$ cat config.mk
export PLATFORM = sky130hd
export DESIGN_NAME = pitch_to_hue_glide_color_core
export DESIGN_NICKNAME = d
export VERILOG_FILES = /design/src/hw/rtl/phgc_pkg.sv /design/src/hw/rtl/phgc_mul.sv /design/src/hw/rtl/phgc_div.sv /design/src/hw/rtl/pitch_to_hue_glide_color_core.sv
export SDC_FILE = /design/constraint.sdc
export NUM_CORES = 2
export LEC_CHECK = 0
export BUFFER_PORTS_ARGS = -buffer_cell sky130_fd_sc_hd__buf_2
export CORE_ASPECT_RATIO = 0.5
export CORE_MARGIN = 2
export CORE_UTILIZATION = 40
export CTS_CLUSTER_SIZE = 25
export DETAILED_ROUTE_END_ITERATION = 7
export PLACE_DENSITY = 0.67
export REMOVE_ABC_BUFFERS = 1
export SETUP_SLACK_MARGIN = 0.4
export SLEW_MARGIN = 20
export SYNTH_ARGS = -nofsm -noshare
export SYNTH_HDL_FRONTEND = slang
export SYNTH_SLANG_ARGS = --single-unit
$ cat constraint.sdc
create_clock -name i_clk -period 15.5 [get_ports i_clk]
set_clock_uncertainty 0.1 [all_clocks]
set_input_delay 3.1 -clock i_clk [delete_from_list [all_inputs] [get_ports i_clk]]
set_output_delay 3.1 -clock i_clk [all_outputs]
set_load 0.02 [all_outputs]
$ cat src/hw/rtl/phgc_pkg.sv
package phgc_pkg;

    localparam int unsigned MUL_W  = 24;
    localparam int unsigned DIV_W  = 24;
    localparam int unsigned DEN_W  = 8;
    localparam int unsigned HUE_W  = 16;
    localparam int unsigned LVL_W  = 17;
    localparam int unsigned STEP_W = 8;
    localparam int unsigned MANT_W = 24;
    localparam int unsigned FRAC_W = 23;

    localparam logic [LVL_W-1:0]  Q_ONE     = 17'h10000;
    localparam logic [STEP_W-1:0] MAX_GLIDE = 8'd255;

    localparam logic [1:0] REG_GLIDE = 2'd0;
    localparam logic [1:0] REG_SAT   = 2'd1;
    localparam logic [1:0] REG_VAL   = 2'd2;

    localparam logic [STEP_W-1:0] GLIDE_RST = 8'd36;
    localparam logic [LVL_W-1:0]  SAT_RST   = 17'd65536;
    localparam logic [LVL_W-1:0]  VAL_RST   = 17'd64881;

    typedef struct packed {
        logic [MUL_W-1:0] a;
        logic [MUL_W-1:0] b;
    } t_mul_req;

    typedef struct packed {
        logic             start;
        logic [DIV_W-1:0] dividend;
        logic [DEN_W-1:0] divisor;
    } t_div_req;

endpackage

$ cat src/hw/rtl/phgc_mul.sv
module phgc_mul
    import phgc_pkg::*;
(
    input  logic               i_clk,
    input  t_mul_req           i_req,
    output logic [2*MUL_W-1:0] o_prod
);

    logic [2*MUL_W-1:0] r_prod;

    always_ff @(posedge i_clk) begin
        r_prod <= i_req.a * i_req.b;
    end

    assign o_prod = r_prod;

endmodule

$ cat src/hw/rtl/phgc_div.sv
module phgc_div
    import phgc_pkg::*;
(
    input  logic             i_clk,
    input  logic             i_rst_n,
    input  t_div_req         i_req,
    output logic             o_busy,
    output logic [DIV_W-1:0] o_quot
);

    localparam int unsigned CNT_W = $clog2(DIV_W + 1);

    logic             r_busy;
    logic [CNT_W-1:0] r_cnt;
    logic [DEN_W-1:0] r_rem;
    logic [DEN_W-1:0] r_den;
    logic [DIV_W-1:0] r_quo;
    logic [DEN_W:0]   w_trial;
    logic             w_fits;

    assign w_trial = {r_rem, r_quo[DIV_W-1]};
    assign w_fits  = (w_trial >= {1'b0, r_den});

    always_ff @(posedge i_clk) begin
        if (!i_rst_n) begin
            r_busy <= 1'b0;
            r_cnt  <= '0;
        end else if (i_req.start) begin
            r_busy <= 1'b1;
            r_cnt  <= CNT_W'(DIV_W);
        end else if (r_busy) begin
            r_cnt <= r_cnt - CNT_W'(1);
            if (r_cnt == CNT_W'(1)) begin
                r_busy <= 1'b0;
            end
        end
    end

    always_ff @(posedge i_clk) begin
        if (i_req.start) begin
            r_rem <= '0;
            r_den <= i_req.divisor;
            r_quo <= i_req.dividend;
        end else if (r_busy) begin
            r_rem <= w_fits ? DEN_W'(w_trial - {1'b0, r_den}) : DEN_W'(w_trial);
            r_quo <= {r_quo[DIV_W-2:0], w_fits};
        end
    end

    assign o_busy = r_busy;
    assign o_quot = r_quo;

endmodule

$ cat src/hw/rtl/pitch_to_hue_glide_color_core.sv
// pitch to hue glide color core
// input stream: one pitch sample per request in s_axis_tdata (unsigned 16.8 Hz)
// output stream: one color per request in m_axis_tdata, red, green, blue, hue
// config: apb registers glide_steps (0x0), saturation_level (0x4), value_level (0x8)
// the hue of a new target is frac(log2(pitch)) from a piecewise linear table,
// the shown hue glides from the old target toward it over glide_steps requests;
// pitch samples arriving mid glide only advance the glide
// the color comes from hsv to rgb using one shared 24x24 multiplier for all products
// a new target waits on normalization, which shifts out the leading zeros of the pitch
// one at a time; a zero pitch skips normalization and the table lookup, and a glide
// step waits on the bit-serial 24 bit divider
// one request is in work at a time; s_axis_tready is high only while idle, so the
// next request is taken no sooner than the cycle after the result is loaded
// the result waits in an output register; a stalled receiver holds the finished
// color there and the next request may be taken meanwhile
// reset restores the register defaults and clears the glide state (no target yet)
module pitch_to_hue_glide_color_core
    import phgc_pkg::*;
#(
    parameter int LOG_TABLE_DEPTH = 64
) (
    input  logic        i_clk,
    input  logic        i_rst_n,
    input  logic        s_axis_tvalid,
    output logic        s_axis_tready,
    input  logic [23:0] s_axis_tdata,   // pitch_hz
    output logic        m_axis_tvalid,
    input  logic        m_axis_tready,
    output logic [63:0] m_axis_tdata,   // red_level, green_level, blue_level, hue_shown
    input  logic        psel,
    input  logic        penable,
    input  logic        pwrite,
    input  logic [3:0]  paddr,
    input  logic [31:0] pwdata,
    output logic [31:0] prdata,
    output logic        pready
);

    localparam int unsigned KW = $clog2(LOG_TABLE_DEPTH + 1);

    localparam logic [3:0] ST_IDLE   = 4'd0;
    localparam logic [3:0] ST_NORM   = 4'd1;
    localparam logic [3:0] ST_KMUL   = 4'd2;
    localparam logic [3:0] ST_LUT    = 4'd3;
    localparam logic [3:0] ST_INTERP = 4'd4;
    localparam logic [3:0] ST_GMUL   = 4'd5;
    localparam logic [3:0] ST_DSTART = 4'd6;
    localparam logic [3:0] ST_DWAIT  = 4'd7;
    localparam logic [3:0] ST_HP     = 4'd8;
    localparam logic [3:0] ST_HSF    = 4'd9;
    localparam logic [3:0] ST_HQ     = 4'd10;
    localparam logic [3:0] ST_HSFN   = 4'd11;
    localparam logic [3:0] ST_HT     = 4'd12;
    localparam logic [3:0] ST_OUT    = 4'd13;
    localparam logic [3:0] ST_TT     = 4'd14;

    function automatic logic [LVL_W-1:0] log_entry(input int k);
        logic [63:0] x;
        logic [19:0] r;
        x = (64'd1 << 30) + ((64'(k) << 30) / LOG_TABLE_DEPTH);
        r = '0;
        for (int i = 0; i < 18; i++) begin
            x = (x * x) >> 30;
            r = r << 1;
            if (x >= (64'd2 << 30)) begin
                r = r | 20'd1;
                x = x >> 1;
            end
        end
        return LVL_W'((r + 20'd2) >> 2);
    endfunction

    function automatic logic [HUE_W-1:0] sat16(input logic [LVL_W-1:0] v);
        return v[HUE_W] ? {HUE_W{1'b1}} : v[HUE_W-1:0];
    endfunction

    logic [LVL_W-1:0] w_tab [LOG_TABLE_DEPTH+1];

    for (genvar gk = 0; gk < LOG_TABLE_DEPTH; gk++) begin : g_tab
        assign w_tab[gk] = log_entry(gk);
    end
    assign w_tab[LOG_TABLE_DEPTH] = Q_ONE;

    // configuration registers
    logic [STEP_W-1:0] r_glide_steps;
    logic [LVL_W-1:0]  r_sat;
    logic [LVL_W-1:0]  r_val;
    logic              w_cfg_wr;

    assign pready   = 1'b1;
    assign w_cfg_wr = psel && penable && pwrite;

    always_ff @(posedge i_clk) begin
        if (!i_rst_n) begin
            r_glide_steps <= GLIDE_RST;
            r_sat         <= SAT_RST;
            r_val         <= VAL_RST;
        end else if (w_cfg_wr) begin
            unique case (paddr[3:2])
                REG_GLIDE: r_glide_steps <= pwdata[STEP_W-1:0];
                REG_SAT:   r_sat         <= pwdata[LVL_W-1:0];
                REG_VAL:   r_val         <= pwdata[LVL_W-1:0];
                default: begin
                end
            endcase
        end
    end

    always_comb begin
        unique case (paddr[3:2])
            REG_GLIDE: prdata = 32'(r_glide_steps);
            REG_SAT:   prdata = 32'(r_sat);
            REG_VAL:   prdata = 32'(r_val);
            default:   prdata = '0;
        endcase
    end

    // sequencer state
    logic [3:0]        r_state;
    logic [MANT_W-1:0] r_mant;
    logic              r_zero;
    logic [KW-1:0]     r_kidx;
    logic [FRAC_W-1:0] r_rfrac;
    logic [LVL_W-1:0]  r_lo;
    logic [HUE_W-1:0]  r_shown;
    logic [LVL_W-1:0]  r_pp;
    logic [LVL_W-1:0]  r_qq;
    logic [LVL_W-1:0]  r_tt;
    logic [HUE_W-1:0]  r_start;
    logic [HUE_W-1:0]  r_target;
    logic [LVL_W-1:0]  r_dist;
    logic [STEP_W-1:0] r_pos;
    logic              r_out_valid;
    logic [63:0]       r_out_data;

    t_mul_req           w_mul_req;
    logic [2*MUL_W-1:0] w_prod;
    t_div_req           w_div_req;
    logic               w_div_busy;
    logic [DIV_W-1:0]   w_quot;

    phgc_mul u_mul (
        .i_clk  (i_clk),
        .i_req  (w_mul_req),
        .o_prod (w_prod)
    );

    phgc_div u_div (
        .i_clk   (i_clk),
        .i_rst_n (i_rst_n),
        .i_req   (w_div_req),
        .o_busy  (w_div_busy),
        .o_quot  (w_quot)
    );

    logic [STEP_W-1:0] w_steps;
    logic [LVL_W-1:0]  w_s;
    logic [LVL_W-1:0]  w_v;
    logic              w_mid;
    logic [KW-1:0]     w_kidx1;
    logic [LVL_W-1:0]  w_lo;
    logic [LVL_W-1:0]  w_hi;
    logic [LVL_W-1:0]  w_diff;
    logic [LVL_W:0]    w_interp;
    logic [HUE_W-1:0]  w_newhue;
    logic signed [17:0] w_draw;
    logic signed [17:0] w_fold;
    logic [LVL_W-1:0]  w_mag;
    logic [HUE_W-1:0]  w_off;
    logic [18:0]       w_h6;
    logic [2:0]        w_sector;
    logic [HUE_W-1:0]  w_f;
    logic [LVL_W-1:0]  w_prodq;
    logic [LVL_W-1:0]  w_rr;
    logic [LVL_W-1:0]  w_gg;
    logic [LVL_W-1:0]  w_bb;
    logic              w_accept;
    logic              w_out_load;

    always_comb begin
        if (r_glide_steps == '0) begin
            w_steps = STEP_W'(1);
        end else if (r_glide_steps > MAX_GLIDE) begin
            w_steps = MAX_GLIDE;
        end else begin
            w_steps = r_glide_steps;
        end
    end

    assign w_s   = (r_sat > Q_ONE) ? Q_ONE : r_sat;
    assign w_v   = (r_val > Q_ONE) ? Q_ONE : r_val;
    assign w_mid = (r_pos != '0) && (r_pos < w_steps);

    assign w_kidx1  = r_kidx + KW'(1);
    assign w_lo     = w_tab[r_kidx];
    assign w_hi     = w_tab[w_kidx1];
    assign w_diff   = (w_hi > w_lo) ? (w_hi - w_lo) : '0;
    assign w_interp = {1'b0, r_lo} + {1'b0, w_prod[FRAC_W +: LVL_W]};
    assign w_newhue = r_zero ? '0 :
                      ((w_interp > (LVL_W+1)'(16'hFFFF)) ? 16'hFFFF : w_interp[HUE_W-1:0]);

    // shorter signed wrap distance, a half circle tie steps against the raw difference
    assign w_draw = $signed({2'b00, w_newhue}) - $signed({2'b00, r_target});
    always_comb begin
        if (w_draw >= 18'sd32768) begin
            w_fold = w_draw - 18'sd65536;
        end else if (w_draw <= -18'sd32768) begin
            w_fold = w_draw + 18'sd65536;
        end else begin
            w_fold = w_draw;
        end
    end

    assign w_mag    = r_dist[LVL_W-1] ? (LVL_W'(0) - r_dist) : r_dist;
    assign w_off    = w_quot[HUE_W-1:0];
    assign w_h6     = ({3'b000, r_shown} << 2) + ({3'b000, r_shown} << 1);
    assign w_sector = w_h6[18:16];
    assign w_f      = w_h6[HUE_W-1:0];
    assign w_prodq  = w_prod[HUE_W +: LVL_W];

    always_comb begin
        w_mul_req = '0;
        unique case (r_state)
            ST_NORM: begin
                w_mul_req.a = MUL_W'(r_mant[FRAC_W-1:0]);
                w_mul_req.b = MUL_W'(LOG_TABLE_DEPTH);
            end
            ST_LUT: begin
                w_mul_req.a = MUL_W'(w_diff);
                w_mul_req.b = MUL_W'(r_rfrac);
            end
            ST_GMUL: begin
                w_mul_req.a = MUL_W'(w_mag);
                w_mul_req.b = MUL_W'(r_pos);
            end
            ST_HP: begin
                w_mul_req.a = MUL_W'(w_v);
                w_mul_req.b = MUL_W'(Q_ONE - w_s);
            end
            ST_HSF: begin
                w_mul_req.a = MUL_W'(w_s);
                w_mul_req.b = MUL_W'(w_f);
            end
            ST_HQ, ST_HT: begin
                w_mul_req.a = MUL_W'(w_v);
                w_mul_req.b = MUL_W'(Q_ONE - w_prodq);
            end
            ST_HSFN: begin
                w_mul_req.a = MUL_W'(w_s);
                w_mul_req.b = MUL_W'(Q_ONE - {1'b0, w_f});
            end
            default: begin
            end
        endcase
    end

    assign w_div_req.start    = (r_state == ST_DSTART);
    assign w_div_req.dividend = w_prod[DIV_W-1:0];
    assign w_div_req.divisor  = w_steps;

    always_comb begin
        case (w_sector)
            3'd0: begin
                w_rr = w_v;   w_gg = r_tt;    w_bb = r_pp;
            end
            3'd1: begin
                w_rr = r_qq;  w_gg = w_v;     w_bb = r_pp;
            end
            3'd2: begin
                w_rr = r_pp;  w_gg = w_v;     w_bb = r_tt;
            end
            3'd3: begin
                w_rr = r_pp;  w_gg = r_qq;    w_bb = w_v;
            end
            3'd4: begin
                w_rr = r_tt;  w_gg = r_pp;    w_bb = w_v;
            end
            default: begin
                w_rr = w_v;   w_gg = r_pp;    w_bb = r_qq;
            end
        endcase
    end

    assign s_axis_tready = (r_state == ST_IDLE);
    assign w_accept      = s_axis_tvalid && s_axis_tready;
    assign w_out_load    = (r_state == ST_OUT) && (!r_out_valid || m_axis_tready);

    always_ff @(posedge i_clk) begin
        if (!i_rst_n) begin
            r_state  <= ST_IDLE;
            r_start  <= '0;
            r_target <= '0;
            r_dist   <= '0;
            r_pos    <= '0;
        end else begin
            unique case (r_state)
                ST_IDLE: begin
                    if (w_accept) begin
                        if (w_mid) begin
                            r_state <= ST_GMUL;
                        end else if (s_axis_tdata[MANT_W-1:0] == '0) begin
                            r_state <= ST_INTERP;
                        end else begin
                            r_state <= ST_NORM;
                        end
                    end
                end
                ST_NORM: begin
                    if (r_mant[MANT_W-1]) begin
                        r_state <= ST_KMUL;
                    end
                end
                ST_KMUL:   r_state <= ST_LUT;
                ST_LUT:    r_state <= ST_INTERP;
                ST_INTERP: begin
                    if (r_pos == '0) begin
                        r_start  <= w_newhue;
                        r_target <= w_newhue;
                        r_dist   <= '0;
                    end else begin
                        r_start  <= r_target;
                        r_target <= w_newhue;
                        r_dist   <= w_fold[LVL_W-1:0];
                    end
                    r_pos   <= STEP_W'(1);
                    r_state <= ST_HP;
                end
                ST_GMUL:   r_state <= ST_DSTART;
                ST_DSTART: r_state <= ST_DWAIT;
                ST_DWAIT: begin
                    if (!w_div_busy) begin
                        r_pos   <= r_pos + STEP_W'(1);
                        r_state <= ST_HP;
                    end
                end
                ST_HP:   r_state <= ST_HSF;
                ST_HSF:  r_state <= ST_HQ;
                ST_HQ:   r_state <= ST_HSFN;
                ST_HSFN: r_state <= ST_HT;
                ST_HT:   r_state <= ST_TT;
                ST_TT:   r_state <= ST_OUT;
                ST_OUT: begin
                    if (w_out_load) begin
                        r_state <= ST_IDLE;
                    end
                end
                default: r_state <= ST_IDLE;
            endcase
        end
    end

    // datapath registers
    always_ff @(posedge i_clk) begin
        if (w_accept) begin
            r_mant <= s_axis_tdata[MANT_W-1:0];
            r_zero <= (s_axis_tdata[MANT_W-1:0] == '0);
        end else if (r_state == ST_NORM && !r_mant[MANT_W-1]) begin
            r_mant <= r_mant << 1;
        end
        if (r_state == ST_KMUL) begin
            r_kidx  <= w_prod[FRAC_W +: KW];
            r_rfrac <= w_prod[FRAC_W-1:0];
        end
        if (r_state == ST_LUT) begin
            r_lo <= w_lo;
        end
        if (r_state == ST_INTERP) begin
            r_shown <= (r_pos == '0) ? w_newhue : r_target;
        end
        if (r_state == ST_DWAIT && !w_div_busy) begin
            r_shown <= r_dist[LVL_W-1] ? (r_start - w_off) : (r_start + w_off);
        end
        if (r_state == ST_HSF) begin
            r_pp <= w_prodq;
        end
        if (r_state == ST_HSFN) begin
            r_qq <= w_prodq;
        end
        if (r_state == ST_TT) begin
            r_tt <= w_prodq;
        end
        if (w_out_load) begin
            r_out_data <= {r_shown, sat16(w_bb), sat16(w_gg), sat16(w_rr)};
        end
    end

    always_ff @(posedge i_clk) begin
        if (!i_rst_n) begin
            r_out_valid <= 1'b0;
        end else if (w_out_load) begin
            r_out_valid <= 1'b1;
        end else if (m_axis_tready) begin
            r_out_valid <= 1'b0;
        end
    end

    assign m_axis_tvalid = r_out_valid;
    assign m_axis_tdata  = r_out_data;

endmodule
# Word level (Yosys, flattened, before mapping)
# Memory sizes are Yosys's and may differ from the RTL's.
# Index checks and enable logic that the tools add are counted.
# totals
wordCells	166
output_inout_bits	99
reg_bits	393
romBits	4352
mem_count	2
# memory_table
name	words	width	rd	rd_ports_with_merged_regs	wr	line	rtl
(no name shown)	128	17	1	0	0	pitch_to_hue_glide_color_core.sv:196	assign w_hi = w_tab[w_kidx1];
(no name shown)	128	17	1	0	0	pitch_to_hue_glide_color_core.sv:195	assign w_lo = w_tab[r_kidx];
# op_classes
magnitude_cmp	11
n_mux	45
add_sub_neg	16
reduce_logical	34
n_bitwise	3
n_eq_ne	25
n_mul	1
# op_table
operator	count
47-bit one-hot mux with 7 select lines	1
17-bit one-hot mux with 3 select lines	4
17-bit two-way mux	11
16-bit two-way mux	6
24-bit two-way mux	4
4-bit one-hot mux with 15 select lines	1
23-bit by 24-bit multiplier with 40-bit output	1
17-bit by 17-bit subtractor with 18-bit output, first input constant	2
17-bit > comparator, second input constant	2
8-bit two-way mux	4
4-bit == test, second input constant	7
24-bit logical NOT	1
18-bit by 17-bit adder with 19-bit output	1
17-bit by 17-bit adder with 18-bit output	1
18-bit by 16-bit > comparator with 1-bit output, second input constant	1
17-bit by 16-bit subtractor with 18-bit output, first input constant	1
17-bit adder, second input constant	1
17-bit >= comparator, second input constant	1
17-bit > comparator	1
17-bit by 16-bit less-or-equal comparator with 1-bit output, second input constant	1
1-bit by 17-bit subtractor with 17-bit output, first input constant	1
16-bit by 16-bit subtractor with 17-bit output	1
17-bit subtractor	1
17-bit subtractor, second input constant	1
40 further kinds	79

# Logic depth before layout (Yosys ltp)
# depth
word_depth	9
mapped_depth	49

# By module
# Synthesis repeated with hierarchy kept, for this count alone.
# hier_totals
hier_cells	4956
hier_area_um2	44381.3
# modules_own_cells
mod	cells_each	seq_area_each_um2	area_each_um2	n_inst
pitch_to_hue_glide_color_core	2523	8177.8	21961.1	1
phgc_mul	2253	960.9	20154.3	1
phgc_div	180	1241.2	2265.9	1

# Least setup slack after synthesis
# Ideal clock, no wire load.
# synth_timing
path_kind	reg2reg
startpoint	reg r_kidx[2]
endpoint	reg u_mul.r_prod[39] (netlist: u_mul.o_prod[39])
path_stages_with_launch	46
synth_period_minus_slack_ns	10.677
path_buffers	6
setup_slack_ns	4.823
required_time_ns	15.271
setup_time_ns	0.129
arrival_time_ns	10.448
path_cell_list	edfxtp_1 inv_1 clkbuf_1 clkbuf_1 ha_1 clkbuf_1 a21oi_1 o21ai_0 o311ai_0 o21ai_0 nor2_1 ha_1 o21ai_0 a21oi_1 o41ai_1 o31ai_1 o21ai_0 o21ai_2 [10 not listed] fa_1 fa_1 inv_1 fa_1 inv_1 fa_1 inv_1 ha_1 clkbuf_1 and3_1 nand3_1 o21ai_1 a22oi_1 o21ai_1 nand2_1 o2111ai_1 and2_0 xnor3_1
# synth_via
elab_chain_cells	9
elab_cells_between_ends	14
cone_classes	add/sub: 2; mul: 1; order compare: 1; mux: 6; bitwise: 2; memory: 2
# synth_rtl
element	line	rtl
start, declared	pitch_to_hue_glide_color_core.sv:122	logic [KW-1:0] r_kidx;
start signal, assigned	pitch_to_hue_glide_color_core.sv:361	r_kidx <= w_prod[FRAC_W +: KW];
7-bit by 1-bit adder with 7-bit output	pitch_to_hue_glide_color_core.sv:194	assign w_kidx1 = r_kidx + KW'(1);
7-bit inverter with 8-bit output (implied by the code)	pitch_to_hue_glide_color_core.sv:196	
memory 128 x 17 bit	n/a	
17-bit two-way mux (implied by the code) (2 in series)	pitch_to_hue_glide_color_core.sv:196	
17-bit subtractor / 17-bit > comparator (equally long branches)	pitch_to_hue_glide_color_core.sv:197	assign w_diff = (w_hi > w_lo) ? (w_hi - w_lo) : '0;
17-bit two-way mux *	pitch_to_hue_glide_color_core.sv:197	
47-bit one-hot mux with 7 select lines *	pitch_to_hue_glide_color_core.sv:223	unique case (r_state)
23-bit by 24-bit multiplier with 40-bit output *	phgc_mul.sv:12	r_prod <= i_req.a * i_req.b;
end signal, assigned	phgc_mul.sv:12	
end, declared	phgc_mul.sv:9	logic [2*MUL_W-1:0] r_prod;
# Mark *: on every way between the ends. The rest lies on a longest branch, timed or not. The select of a mux whose other input is x is not followed.
# A chain may end at the register's enable or synchronous reset.

# Final worst setup path
# layout_timing
startpoint	reg r_kidx[1]
endpoint	reg u_mul.r_prod[39] (netlist: u_mul.o_prod[39])
# Same word-level chain as after synthesis.

==> summary.md <==
| Metric | Value |
|---|---|
| Floorplan row count | `83` |
| Startpoint Class | `flop` |
| Maximum fanout along the worst path | `25` |
| Area of the die | `106000 sq um` |
| IR drop worst, VDD | `181 uV` |
| Final WS setup | `1.33 ns` |
| Final core occ | `0.441` |
| Core area | `102000 sq um` |
| Area grow syn2layout | `9.44%` |
| Vias | `35400` |
| Met3 usage | `0.0496` |
| Largest net degree at the start of global routing | `71` |
| Worst-path clk slew | `0.06 ns` |
| Placed Cells | `6080` |
| Top FF cell, synth | `edfxtp_1` |
| Chip width | `458 um` |
| Final Hold Violating Endpoints | `0` |
| GRT Total Usage | `0.249` |
| Sequential Power Share | `0.196` |
| Post-synth ARST share | `0` |
| Ranking of synthesized cells by area | `fa_1 (22%), edfxtp_1 (17%), ha_1 (7.8%)` |
| Postcts setup bufs | `0` |
| RSZ-0062 raised after global routing | `false` |
| Seq/Total Area, Yosys | `0.248` |
| Tot Pwr | `8.17 mW` |
| Area leader, netlist | `fa_1` |
| Commonest non-fill, non-tap cell in the layout | `nand2_1` |
| Syn Std Cell Area | `41300 sq um` |
| GRT met1 Usage | `0.337` |
| Starting Density | `0.403` |
| Post-CTS sizing | `0` |
| DP Area | `43500 sq um` |
| TritonCTS Buffers | `45` |
| Clock buffer depth | `3` |
| H-Tree Depth | `2` |
| Maximum clock rate | `0.0706 GHz` |
| Final antenna-violating net count | `0` |
| Vias in the first global route | `34900` |
| Overflow after GRT | `0` |
| Cts hold-fix bufs | `0` |
| Final Instance Area | `45100 sq um` |
| TNS Setup | `0 ns` |
| #FFs+latches synth | `393` |
| Post-DP HPWL | `101000 um` |
| Combinational Power Share | `0.663` |
| Final period util | `0.914` |
| Actual slew at the worst max-slew pin | `1.20 ns` |
| Number of clock sinks | `393` |
| Final Critical Period | `14.17 ns` |
| Mean Syn Cell Area | `8.87 sq um` |
| # IOs | `166` |
| CTS tree | `built` |
| P_sw | `4.16 mW` |
| Nets@finish | `5537` |
| Yosys top cell area share | `0.216` |
| PD cells | `181 nW/um^2` |
| CP max-delay cell | `a221o_1` |
| Final std cells w/o fill | `6165` |
| Clock Latency Late Sink | `0.62 ns` |
| Leakage | `19.1 nW` |
| Distinct cells, synth | `108` |
| DRT iter0 DRCs | `4121` |
| Status | `finished with violations` |
| Clk network pwr share | `0.141` |
| GR Util met2 | `0.390` |
| DR DRC count | `17` |
| Final setup vio count | `0` |
| Slowest stage delay, CP | `1.01 ns` |
| Synth warn | `0` |
| Setup WS pre-CTS | `1.66 ns` |
| Global-route wire length before repair | `205000 um` |
| Placer Congestion | `0.971` |
| Avg WL per Cell | `21.6 um` |
| EDFF count, synth | `235` |
| # port buffers | `132` |
| HP Class | `reg2reg` |
| Critical path capture point type | `flop` |
| Most frequent cells in the layout | `nand2_1 (702), inv_1 (635), fa_1 (446), nor2_1 (291), ha_1 (257)` |
| Max Slew Vio Count | `0` |
| Initial antenna violation count | `5` |
| Pre-antenna DRT Iters | `8` |
| Critical Path RT | `15.88 ns` |
| WHS | `0.342 ns` |
| Slew HR | `0.203` |
| Final WL | `133000 um` |
| GRT Max-Usage Layer | `met2` |
| Sw frac | `0.510` |
| Failing checks | `DRC` |
| CTS Root Cell | `clkbuf_16` |
| Height of the die | `231 um` |
| Cells after synthesis | `4650` |
| Most used cell along the critical path | `inv_1` |
| Layout cell share with drive strength beyond 1 | `0.0820` |
| Vias/cell | `5.74` |
| CP Class | `reg2reg` |
| Int Pwr | `4.01 mW` |
| Critical Path AT | `14.54 ns` |
| Maxcap violations | `0` |
-- power groups by stage --
stage               sequential, mW  clock [mW]  combinational [mW]
global route                  1.61        1.20                5.92
finish                        1.60        1.15                5.41
floorplan                     1.55           0                3.57
detailed placement            1.61           0                5.24
global placement              1.61           0                5.13
CTS                           1.59        1.16                5.28
-- final cells by class --
class	count	area [sq um]
Multi-Input combinational cell	3486	28000
Inverter	636	2390
Fill cell	9866	57200
Sequential cell	393	10200
Clock inverter	18	272
Antenna cell	1	2.50
Timing Repair Buffer	205	1210
Clock buffer	66	1330
Tap cell	1360	1700
-- registers in the layout, indices dropped and copies added (netlist names), 23 cells and up --
name / cells
u_mul.o_prod: 40
m_axis_tdata: 64
r_mant: 24
r_rfrac: 23
u_div.o_quot: 24
-- layer usage --
layer  routed length [um]  vias up  share of wire
li1                     -    15700              -
met1                54300    17500           0.41
met2                58600     1807           0.44
met3                13600      319           0.10
met4                 6470        4          0.049
met5                   21        -        0.00016
-- worst paths after layout --
| path | end | slack [ns] | start | cells past startpoint |
|---|---|---|---|---|
| worst max-delay path | u_mul.o_prod[39]$_DFF_P_ | 1.33 | r_kidx[1]$_DFFE_PP_ | 42 |
| worst min-delay path | r_rfrac[8]$_DFFE_PP_ | 0.34 | u_mul.o_prod[8]$_DFF_P_ | 0 |
| worst max register to register | u_mul.o_prod[39]$_DFF_P_ | 1.33 | r_kidx[1]$_DFFE_PP_ | 42 |
| worst min register to register | r_rfrac[8]$_DFFE_PP_ | 0.34 | u_mul.o_prod[8]$_DFF_P_ | 0 |
-- worst max-delay path, delay by kind of cell, from the launching register on --
family | cells | cell delay [ns]
AOI/OAI and AO/OA | 16 | 5.63
and+or+nand+nor | 7 | 1.20
adders and majority gates | 11 | 5.40
xor gates and xnor gates | 1 | 0.40
DFF | 1 | 0.91
buffers and inverters | 7 | 0.37
-- synthesized netlist by cell type, types with 21 or more instances --
cell type  instances
xor2_1            57
xnor2_1          117
nand4_1           26
ha_1             257
nand2b_1          38
a222oi_1          27
nand2_1          702
a21oi_1          224
nor3_1            62
nand3_1           57
a31oi_1           33
a22o_1            34
fa_1             446
mux2_2            26
and2_1            74
o22ai_1           59
a22oi_1           40
a21boi_0          44
inv_1            635
a211o_1           21
a211oi_1          34
clkbuf_1         170
edfxtp_1         235
nor2b_1           47
mux2i_1           24
buf_4             28
dfxtp_1          158
o21ai_0          207
o211ai_1          27
buf_2             31
a21o_1            48
nor2_1           293
-- kinds of logic (layout without fill, tap and decap cells) --
logic type	after synthesis	count (layout)	share of synthesized area
buffers and inverters	896	925	0.0874
XOR/XNOR	176	176	0.0379
AO/OA/AOI/OAI	989	989	0.160
flip-flops	393	393	0.248
adder cells (fa/ha/maj)	703	703	0.294
multiplexers	54	54	0.0149
other	2	128	0.000182
AND/OR/NAND/NOR	1437	1437	0.157
No activity file was read; power rests on OpenSTA's default activity.
